==> src/rtl/fla_pkg.sv <==
// Package for the free-list block allocator.
// Holds status codes, defaults and the controller/datapath command structs.
// No dependencies.
`default_nettype none

package fla_pkg;

	// Default pool size and block count after reset
	localparam int POOL_DEPTH_DEF = 256;
	localparam int RESET_COUNT    = 256;

	// Opcodes of a request
	localparam logic OP_ALLOC = 1'b0;
	localparam logic OP_FREE  = 1'b1;

	// Result status codes
	typedef logic [1:0] status_t;
	localparam status_t ST_GRANTED = 2'd0;
	localparam status_t ST_EMPTY   = 2'd1;
	localparam status_t ST_FREED   = 2'd2;
	localparam status_t ST_RANGE   = 2'd3;

	// Controller to datapath commands
	typedef struct packed {
		logic    load_count; // take new block count, restart the link sweep
		logic    sweep_en;   // write one link of the initial chain
		logic    read_head;  // read the link of the current head
		logic    take_link;  // head <= link read in the previous cycle
		logic    push;       // link freed block to head, make it the head
		logic    emit;       // present a result next cycle
		status_t status;     // status of that result
	} cmd_t;

	// Datapath to controller status
	typedef struct packed {
		logic head_null;  // list is empty
		logic free_ok;    // free index is below the block count
		logic sweep_done; // every in-use link has been written
	} sts_t;

endpackage

`default_nettype wire

==> src/rtl/fla_ram.sv <==
// Generic single-write, single-read RAM with registered read data.
// No dependencies.
`default_nettype none

module fla_ram #(
	parameter int WIDTH = 9,
	parameter int DEPTH = 256
) (
	input  wire logic                     clk,
	input  wire logic                     we,
	input  wire logic [$clog2(DEPTH)-1:0] waddr,
	input  wire logic [WIDTH-1:0]         wdata,
	input  wire logic                     re,
	input  wire logic [$clog2(DEPTH)-1:0] raddr,
	output logic      [WIDTH-1:0]         rdata
);

	logic [WIDTH-1:0] mem_q [DEPTH];

	// Write port
	always_ff @(posedge clk) begin
		if (we) begin
			mem_q[waddr] <= wdata;
		end
	end

	// Registered read port
	always_ff @(posedge clk) begin
		if (re) begin
			rdata <= mem_q[raddr];
		end
	end

endmodule

`default_nettype wire

==> src/rtl/fla_ctrl.sv <==
// Controller of the free-list block allocator: sweep, idle and pop states.
// Depends on fla_pkg for the command and status structs and codes.
`default_nettype none

module fla_ctrl (
	input  wire logic          clk,
	input  wire logic          arst_n,
	input  wire logic          start,
	input  wire logic          opcode,
	input  wire logic          cfg_we,
	input  wire fla_pkg::sts_t sts,
	output fla_pkg::cmd_t      cmd,
	output logic               busy
);

	import fla_pkg::*;

	localparam logic [1:0] S_INIT = 2'd0;
	localparam logic [1:0] S_IDLE = 2'd1;
	localparam logic [1:0] S_POP  = 2'd2;

	logic [1:0] state_q;
	logic [1:0] state_d;

	assign busy = (state_q != S_IDLE);

	// Next state and commands
	always_comb begin
		state_d = state_q;
		cmd     = '0;
		if (cfg_we) begin
			cmd.load_count = 1'b1;
			state_d        = S_INIT;
		end else begin
			unique case (state_q)
				S_INIT: begin
					if (sts.sweep_done) begin
						state_d = S_IDLE;
					end else begin
						cmd.sweep_en = 1'b1;
					end
				end
				S_IDLE: begin
					if (start) begin
						cmd.emit = 1'b1;
						if (opcode == OP_ALLOC) begin
							if (sts.head_null) begin
								cmd.status = ST_EMPTY;
							end else begin
								cmd.status    = ST_GRANTED;
								cmd.read_head = 1'b1;
								state_d       = S_POP;
							end
						end else if (sts.free_ok) begin
							cmd.status = ST_FREED;
							cmd.push   = 1'b1;
						end else begin
							cmd.status = ST_RANGE;
						end
					end
				end
				S_POP: begin
					cmd.take_link = 1'b1;
					state_d       = S_IDLE;
				end
				default: begin
					state_d = S_INIT;
				end
			endcase
		end
	end

	// State register
	always_ff @(posedge clk or negedge arst_n) begin
		if (!arst_n) begin
			state_q <= S_INIT;
		end else begin
			state_q <= state_d;
		end
	end

endmodule

`default_nettype wire

==> src/rtl/fla_dp.sv <==
// Datapath of the free-list block allocator: head, count, sweep counter,
// link memory and result registers. Depends on fla_pkg and fla_ram.
`default_nettype none

module fla_dp #(
	parameter int POOL_DEPTH = fla_pkg::POOL_DEPTH_DEF
) (
	input  wire logic                            clk,
	input  wire logic                            arst_n,
	input  wire fla_pkg::cmd_t                   cmd,
	output fla_pkg::sts_t                        sts,
	input  wire logic [$clog2(POOL_DEPTH)-1:0]   free_index,
	input  wire logic [$clog2(POOL_DEPTH+1)-1:0] cfg_count,
	output logic                                 done,
	output fla_pkg::status_t                     status,
	output logic      [$clog2(POOL_DEPTH)-1:0]   block_index
);

	import fla_pkg::*;

	localparam int IDX_W = $clog2(POOL_DEPTH);
	localparam int CNT_W = $clog2(POOL_DEPTH + 1);
	localparam int RST_CNT = (RESET_COUNT > POOL_DEPTH) ? POOL_DEPTH : RESET_COUNT;
	localparam logic [CNT_W-1:0] NULL_LINK = CNT_W'(POOL_DEPTH);

	logic [CNT_W-1:0] count_q;
	logic [CNT_W-1:0] head_q;
	logic [CNT_W-1:0] sweep_q;
	logic [CNT_W-1:0] sat_count;
	logic [CNT_W-1:0] sweep_nxt;
	logic [CNT_W-1:0] sweep_link;
	logic             ram_we;
	logic [IDX_W-1:0] ram_waddr;
	logic [CNT_W-1:0] ram_wdata;
	logic [CNT_W-1:0] ram_rdata;

	// Saturate the written count to the pool depth
	assign sat_count = (cfg_count > NULL_LINK) ? NULL_LINK : cfg_count;

	// Link of the initial chain at the sweep position
	assign sweep_nxt  = sweep_q + CNT_W'(1);
	assign sweep_link = (sweep_nxt < count_q) ? sweep_nxt : NULL_LINK;

	// Status to the controller
	assign sts.head_null  = (head_q == NULL_LINK);
	assign sts.free_ok    = (CNT_W'(free_index) < count_q);
	assign sts.sweep_done = (sweep_q == count_q);

	// Memory write: sweep or push
	always_comb begin
		if (cmd.push) begin
			ram_we    = 1'b1;
			ram_waddr = free_index;
			ram_wdata = head_q;
		end else begin
			ram_we    = cmd.sweep_en;
			ram_waddr = sweep_q[IDX_W-1:0];
			ram_wdata = sweep_link;
		end
	end

	fla_ram #(
		.WIDTH (CNT_W),
		.DEPTH (POOL_DEPTH)
	) u_link_ram (
		.clk   (clk),
		.we    (ram_we),
		.waddr (ram_waddr),
		.wdata (ram_wdata),
		.re    (cmd.read_head),
		.raddr (head_q[IDX_W-1:0]),
		.rdata (ram_rdata)
	);

	// Count, head and sweep counter
	always_ff @(posedge clk or negedge arst_n) begin
		if (!arst_n) begin
			count_q <= CNT_W'(RST_CNT);
			head_q  <= '0;
			sweep_q <= '0;
		end else begin
			if (cmd.load_count) begin
				count_q <= sat_count;
				head_q  <= (sat_count == '0) ? NULL_LINK : '0;
				sweep_q <= '0;
			end else begin
				if (cmd.sweep_en) begin
					sweep_q <= sweep_nxt;
				end
				if (cmd.push) begin
					head_q <= CNT_W'(free_index);
				end else if (cmd.take_link) begin
					head_q <= ram_rdata;
				end
			end
		end
	end

	// Result strobe
	always_ff @(posedge clk or negedge arst_n) begin
		if (!arst_n) begin
			done <= 1'b0;
		end else begin
			done <= cmd.emit;
		end
	end

	// Result payload
	always_ff @(posedge clk) begin
		if (cmd.emit) begin
			status      <= cmd.status;
			block_index <= (cmd.status == ST_GRANTED) ? head_q[IDX_W-1:0] : '0;
		end
	end

endmodule

`default_nettype wire

==> src/rtl/free_list_block_allocator.sv <==
// Top level of the free-list block allocator: controller plus datapath.
// Depends on fla_pkg, fla_ctrl, fla_dp (which holds fla_ram).
//
// Usage:
//   Request: drive opcode (0 allocate, 1 free) and free_index with start
//   high; the request is taken at a clock edge where busy is low.
//   Result: done pulses for one cycle, the cycle after the request is taken,
//   with status (granted, pool empty, freed, index out of range) and
//   block_index (allocated index when granted, else zero). The receiver
//   cannot hold results off; done is never suppressed.
//   Timing: frees keep busy low, so frees may follow back to back. An
//   allocate that is granted holds busy high while the link of the popped
//   head is read from the link RAM (registered read). Allocates that find
//   the pool empty keep busy low as well.
//   block_count_we with block_count sets the number of blocks in use
//   (saturated to POOL_DEPTH) and rebuilds the list. Write it only while
//   idle.
//   Reset and every count write start an initialization sweep that writes
//   the chain 0..count-1 into the link RAM, one entry a cycle, with busy
//   high until the sweep is done (after reset the count is the reset
//   count of 256 saturated to POOL_DEPTH).
`default_nettype none

module free_list_block_allocator #(
	parameter int POOL_DEPTH = fla_pkg::POOL_DEPTH_DEF
) (
	input  wire logic                            clk,
	input  wire logic                            arst_n,
	input  wire logic                            start,
	output logic                                 busy,
	input  wire logic                            opcode,
	input  wire logic [$clog2(POOL_DEPTH)-1:0]   free_index,
	input  wire logic                            block_count_we,
	input  wire logic [$clog2(POOL_DEPTH+1)-1:0] block_count,
	output logic                                 done,
	output fla_pkg::status_t                     status,
	output logic      [$clog2(POOL_DEPTH)-1:0]   block_index
);

	import fla_pkg::*;

	cmd_t cmd;
	sts_t sts;

	// Control
	fla_ctrl u_ctrl (
		.clk    (clk),
		.arst_n (arst_n),
		.start  (start),
		.opcode (opcode),
		.cfg_we (block_count_we),
		.sts    (sts),
		.cmd    (cmd),
		.busy   (busy)
	);

	// Datapath
	fla_dp #(
		.POOL_DEPTH (POOL_DEPTH)
	) u_dp (
		.clk         (clk),
		.arst_n      (arst_n),
		.cmd         (cmd),
		.sts         (sts),
		.free_index  (free_index),
		.cfg_count   (block_count),
		.done        (done),
		.status      (status),
		.block_index (block_index)
	);

endmodule

`default_nettype wire
==> config.mk <==
export PLATFORM = sky130hd
export DESIGN_NAME = free_list_block_allocator
export DESIGN_NICKNAME = d
export VERILOG_FILES = /design/src/rtl/fla_pkg.sv /design/src/rtl/fla_ram.sv /design/src/rtl/fla_ctrl.sv /design/src/rtl/fla_dp.sv /design/src/rtl/free_list_block_allocator.sv
export SDC_FILE = /design/constraint.sdc
export NUM_CORES = 2
export LEC_CHECK = 0
export BUFFER_PORTS_ARGS = -buffer_cell sky130_fd_sc_hd__buf_2
export CORE_MARGIN = 2
export CORE_UTILIZATION = 50
export DETAILED_ROUTE_END_ITERATION = 7
export HOLD_SLACK_MARGIN = 0.1
export PLACE_DENSITY = 0.66
export SYNTH_ARGS = -nofsm -noshare
export SYNTH_HDL_FRONTEND = slang
export SYNTH_HIERARCHICAL = 1
export SYNTH_SLANG_ARGS = --single-unit
==> constraint.sdc <==
create_clock -name clk -period 15.1 [get_ports clk]
set_input_delay 0 -clock clk [delete_from_list [all_inputs] [get_ports clk]]
set_output_delay 0 -clock clk [all_outputs]
set_load 0.02 [all_outputs]
# Word level (Yosys, flattened, before mapping)
# Memories as Yosys holds them, arrays and structs flattened. A register that Yosys moved wholly into a read port is not among the register bits.
# Cells that the tools add are included.
[totals]
regBits = 40
ram_bits = 2304
out_inout_bits = 12
elab_cells = 62
memories = 1
[op_classes]
add_sub_neg = 1
magnitude_cmp = 3
eq_ne = 9
muxes = 35
n_reduce_logical = 6
[memory_table]
columns = ["memory", "words", "width", "read_ports", "rd_ports_with_merged_regs", "wr", "line_no", "text"]
rows = [
  ["u_dp.u_link_ram.mem_q", 256, 9, 1, 1, 1, "fla_ram.sv:18", "logic [WIDTH-1:0] mem_q [DEPTH];"],
]
[op_table]
columns = ["operator", "n"]
rows = [
  ["$mux 9", 9],
  ["$mux 1", 15],
  ["$mux 2", 6],
  ["$ne 3x3->1 const B", 4],
  ["$add 9x1->9 const B", 1],
  ["$eq 9x9->1", 1],
  ["$eq 9x9->1 const B", 1],
  ["$gt 9x9->1 const B", 1],
  ["$logic_not 9->1", 1],
  ["$lt 8x9->1", 1],
  ["$lt 9x9->1", 1],
  ["$mux 4", 2],
  ["$mux 8", 1],
  ["$mux 7", 1],
  ["$pmux 2 s3", 1],
  ["$logic_not 2->1", 2],
  ["$reduce_and 4->1", 1],
  ["$reduce_bool 3->1", 1],
  ["$eq 2x1->1 const B", 1],
  ["$eq 2x2->1 const B", 1],
  ["$ne 2x1->1 const B", 1],
  ["$reduce_bool 2->1", 1],
]

# Logic depth before layout (Yosys ltp)
[depth]
word_depth = 9
depth_mapped = 15
ltp_nobuf = 12

# Modules after synthesis
# Netlist, hierarchy kept.
[modules_own_cells]
columns = ["module", "instances", "cells_per_inst", "area_per_inst_um2", "seq_area_each_um2"]
rows = [
  ["fla_ram", 1, 4237, 89368.2, 69456.6],
  ["fla_dp", 1, 258, 2436.1, 1002.2],
  ["fla_ctrl", 1, 20, 175.2, 50.0],
]

# Worst setup path after synthesis
# Ideal clock, no wire load.
[synth_timing]
path_kind = "register to register"
from = "register u_dp.count_q[6]"
to = "memory u_dp.u_link_ram.mem_q[0][5] (data pin)"
setup_ps = 2237
arrival_time_ps = 12241
required_ps = 12863
path_slack_ps = 622
stages_incl_launch_ff = 11
path_buffers = 1
path_cell_list = "dfrtp_1 > inv_1 > ha_1 > and4_1 > o21ai_0 > o221ai_1 > a31oi_1 > and3_1 > clkbuf_1 > a211o_1 > o31ai_1"
[synth_lines]
columns = ["item", "line_no", "text"]
rows = [
  ["start, declared", "fla_dp.sv:26", "logic [CNT_W-1:0] count_q;"],
  ["start signal, assigned", "fla_dp.sv:78", "count_q <= CNT_W'(RST_CNT);"],
  ["start signal, assigned", "fla_dp.sv:83", "count_q <= sat_count;"],
  ["end, declared", "fla_ram.sv:18", ""],
]

# Final worst setup path
[layout_timing]
from = "register u_dp.head_q[0]"
to = "register u_dp.u_link_ram.rdata[2], read port of u_dp.u_link_ram.mem_q (data pin)"
[layout_between]
elab_chain_cells = 6
[layout_lines]
columns = ["item", "line_no", "text"]
rows = [
  ["start, declared", "fla_dp.sv:27", "logic [CNT_W-1:0] head_q;"],
  ["start signal, assigned", "fla_dp.sv:84", "head_q <= (sat_count == '0) ? NULL_LINK : '0;"],
  ["start signal, assigned", "fla_dp.sv:91", "head_q <= CNT_W'(free_index);"],
  ["start signal, assigned", "fla_dp.sv:93", "head_q <= ram_rdata;"],
  ["$eq 9x9->1", "fla_dp.sv:45", "assign sts.head_null = (head_q == NULL_LINK);"],
  ["$mux 1", "fla_ctrl.sv:47", "if (sts.head_null) begin"],
  ["$mux 1", "fla_ctrl.sv:46", "if (opcode == OP_ALLOC) begin"],
  ["$mux 1", "fla_ctrl.sv:44", "if (start) begin"],
  ["$mux 1", "fla_ctrl.sv:35", "unique case (state_q)"],
  ["$mux 7", "fla_ctrl.sv:31", "if (cfg_we) begin"],
  ["end, declared", "fla_ram.sv:15", "output logic [WIDTH-1:0] rdata"],
]
# Parallel ways exist; a longest one is shown, timed or not.
# A chain may end at the register's enable or synchronous reset.

==> metrics.md <==
| Metric | Value |
|---|---|
| Status | `finished with violations` |
| Failing checks | `capacitance limit, slew limit` |
| Worst path top cell family by delay | `buffers and inverters` |
| Slew @ Worst Pin | `1.64 ns` |
| Asr flop ratio synth | `1.27%` |
| Combinational group share of total power | `3.0%` |
| Area leader, netlist | `edfxtp_1` |
| Seq cells post-synth | `2353` |
| Drt wl/cell | `31.9 um` |
| First-pass GRT wire length | `336 mm` |
| Synth cell count leaders | `edfxtp_1 (2323), mux4_2 (467), nor2_1 (333)` |
| # IOs | `34` |
| Area grow syn2layout | `12.1%` |
| Mapped cell area | `92000 um2` |
| RSZ-0062 raised after global routing | `no` |
| Pins Over Slew Limit | `5` |
| Post-synth top area share | `75.8%` |
| Total of max-cap violations | `2` |
| Hold crit path type | `input pin to asynchronous set/reset pin` |
| Most numerous cell in the Yosys netlist | `edfxtp_1` |
| EDFF count, synth | `2323` |
| Sequential share of power | `53.9%` |
| Final #Nets | `4707` |
| Clk_lat worst skew | `0.88 ns` |
| Vias in the first global route | `46100` |
| Clock transition at path regs | `0.06 ns` |
| PwrDens | `131 nW/um2` |
| Ordered list of cells on the worst path | `buf_4 > buf_4 > buf_4 > mux4_2 > a22oi_1 > a21oi_1 > nor4_1 > nor4_1` |
| Worst path slowest cell | `nor4_1` |
| Peak supply drop | `0.000152 V` |
| Core area | `183000 um2` |
| DRC | `0` |
| Seq/Total Area, Yosys | `76.7%` |
| FMAX | `0.171 GHz` |
| Worst Path Buf+Inv | `3` |
| TritonCTS clock tree | `done` |
| H-tree depth | `4` |
| Row Count | `157` |
| DRT antenna net count | `0` |
| Final period util | `38.8%` |
| Reg2Reg Setup Slack | `9.25 ns` |
| DR vias | `47100` |
| FILL cells | `13400` |
| Main synth FF type | `edfxtp_1` |
| P_sw | `2.76 mW` |
| Most frequent CP cell | `buf_4` |
| GPL Wtd Cong | `0.887` |
| Synth area leaders | `edfxtp_1 (76%), mux4_2 (11%), mux2i_1 (2.0%)` |
| DPL Wire Length | `139 mm` |
| Cts hold-fix bufs | `69` |
| Initial antenna violation count | `12` |
| Clock Skews | `0.0348 ns` |
| Synth Warn # | `6` |
| Clock Tree Root | `clkbuf_16` |
| Sw Share | `20.4%` |
| CTS Buf Count | `228` |
| CTS sink cnt | `2353` |
| WL final | `234 mm` |
| Worst-path fanout max | `39` |
| Crit Path Category | `register to register` |
| Via density | `6.42` |
| Die H | `433 um` |
| CTS resizes | `0` |
| Die X | `433 um` |
| TNS Setup | `0 ns` |
| Clock Path Buffers | `3` |
| Die area | `187000 um2` |
| Final min period | `5.85 ns` |
| Initial Utilization | `50.3%` |
| Number of non-filler instances in the completed layout | `7335` |
| Port Buffers | `33` |
| Slew margin rel. | `-10.0%` |
| Required @ worst endpoint | `15.65 ns` |
| Internal | `10.7 mW` |
| Final Hold Fails | `0` |
| Placed cells | `6833` |
| 1st-iter DRT viols | `6724` |
| TritonRoute pass-1 iters | `6` |
| Largest net degree at the start of global routing | `217` |
| Arrival @ worst endpoint | `6.40 ns` |
| Post-Synthesis Cells | `4515` |
| Syn avg cell area | `20.4 um2` |
| Global router's overall resource usage | `25.1%` |
| Worst path max stage delay | `1.27 ns` |
| Setup violators final | `0` |
| Congestion Overflow GR | `0` |
| LEAKAGE | `32.0 nW` |
| Yosys cell types | `71` |
| Crit end category | `register` |
| Syn Nets | `4554` |
| Share of layout cells above drive strength 1 | `20.8%` |
| Setup Fix Bufs, Post-CTS | `0` |
| Clk pwr share | `43.2%` |
| Type of origin of the critical path | `register` |
==> flip-flops by register name (all words and copies together), names as in the netlist <==
name / count
u_dp/done: 1
u_dp/u_link_ram/rdata: 9
u_dp/block_index: 8
u_dp/status: 2
u_ctrl/state_q: 2
u_dp/u_link_ram/mem_q: 2304
u_dp/count_q: 9
u_dp/head_q: 9
u_dp/sweep_q: 9
==> worst min-delay path, delay by kind of cell <==
| family | cells | cell delay, ns |
|---|---|---|
| buffers and inverters | 3 | 1.23 |
==> kinds of logic (layout without fill, tap and decap cells) <==
logic type / after synthesis / after routing / synth area share [%]
flip-flops: 2353 / 2353 / 76.7
multiplexers: 692 / 692 / 14.1
other: 0 / 6 / 0
XOR/XNOR: 22 / 22 / 0.209
adder cells (fa/ha/maj): 17 / 17 / 0.231
AO/OA/AOI/OAI: 534 / 534 / 3.95
AND/OR/NAND/NOR: 602 / 602 / 3.00
buffers and inverters: 295 / 645 / 1.87
==> metrics by stage <==
step                      power (mW)  instance area [um2]  setup WS (ns)  utilization (%)  hold slack (ns)
after global routing            13.8               103000           9.20             56.4            0.226
final                           13.5               103000           9.25             56.4            0.211
after global placement          7.78                94600           9.49             51.7           0.0930
after detailed placement        7.80                94700           9.42             51.8            0.104
after CTS                       13.6               103000           9.39             56.4            0.130
after floorplan                 7.69                92000          0.622                -           -0.296
==> final cells by class <==
class | instances | area, um2 | area share (%)
Timing Repair Buffer | 201 | 1720 | 1.67
Sequential cell | 2353 | 70500 | 68.4
Antenna cell | 6 | 15.0 | 0.0146
Multi-Input combinational cell | 1867 | 20000 | 19.4
Clock inverter | 158 | 1780 | 1.73
Clock buffer | 269 | 5920 | 5.75
Tap cell | 2464 | 3080 | 2.99
Inverter | 17 | 63.8 | 0.0619
==> path summary, 6_finish.rpt <==
kind,from,to,cells past startpoint
max in group asynchronous,arst_n,u_dp/head_q[1]$_DFFE_PN0P_,4
hold / removal,arst_n,u_dp/count_q[8]$_DFFE_PN1P_,3
hold reg to reg,u_dp/head_q[6]$_DFFE_PN0P_,u_dp/block_index[6]$_SDFFCE_PP0P_,1
setup reg to reg,u_dp/head_q[0]$_DFFE_PN0P_,u_dp/u_link_ram/rdata[2]$_DFFE_PP_,8
min in group clk,block_count[8],u_dp/head_q[8]$_DFFE_PN0P_,5
setup / recovery,u_dp/head_q[0]$_DFFE_PN0P_,u_dp/u_link_ram/rdata[2]$_DFFE_PP_,8
==> per-layer routing <==
metal | part of all wire (%) | global-route usage (%) | wire, um
met1 | 40 | 35.8 | 92600
met2 | 48 | 39.3 | 111000
met3 | 9.6 | 4.77 | 22400
met4 | 3.4 | 8.71 | 7980
met5 | 0.012 | 0 | 27
==> cell usage in the layout, fill, tap and decap left out, types with 8 or more instances in the layout <==
master / synthesis / routed
a211oi_1: 29 / 24
o22ai_1: 73 / 73
nor2b_1: 30 / 26
a221oi_1: 11 / 11
a22oi_1: 174 / 174
inv_1: 15 / 15
nor3_1: 25 / 24
mux4_2: 467 / 467
nand3_1: 35 / 35
nor4_2: 0 / 8
nand2b_1: 13 / 13
clkbuf_16: 0 / 231
bufinv_16: 0 / 35
clkinv_2: 0 / 44
mux2_2: 29 / 29
and2_1: 12 / 10
mux4_1: 9 / 9
xnor2_1: 11 / 11
buf_4: 30 / 90
clkbuf_1: 128 / 38
o21ai_0: 38 / 34
o221ai_1: 36 / 36
nor2_1: 333 / 331
buf_2: 59 / 33
nand4_1: 15 / 15
nand2_1: 69 / 69
dlygate4sd3_1: 0 / 68
nor4_1: 31 / 23
dfrtp_1: 29 / 23
o31a_1: 8 / 8
ha_1: 17 / 17
clkinv_1: 1 / 59
mux2i_1: 187 / 187
a21oi_1: 110 / 110
edfxtp_1: 2323 / 2323
a22o_1: 8 / 8
buf_12: 5 / 10
a31oi_1: 12 / 11
xor2_1: 11 / 11
==> power by group through the flow <==
stage / clock network, mW / logic [mW] / registers [mW]
after floorplan: 0 / 0.177 / 7.51
after global placement: 0 / 0.366 / 7.41
after detailed placement: 0 / 0.381 / 7.41
after CTS: 5.90 / 0.395 / 7.28
after global routing: 6.15 / 0.420 / 7.27
final: 5.83 / 0.400 / 7.28
Power figures use the tool's default switching activity.
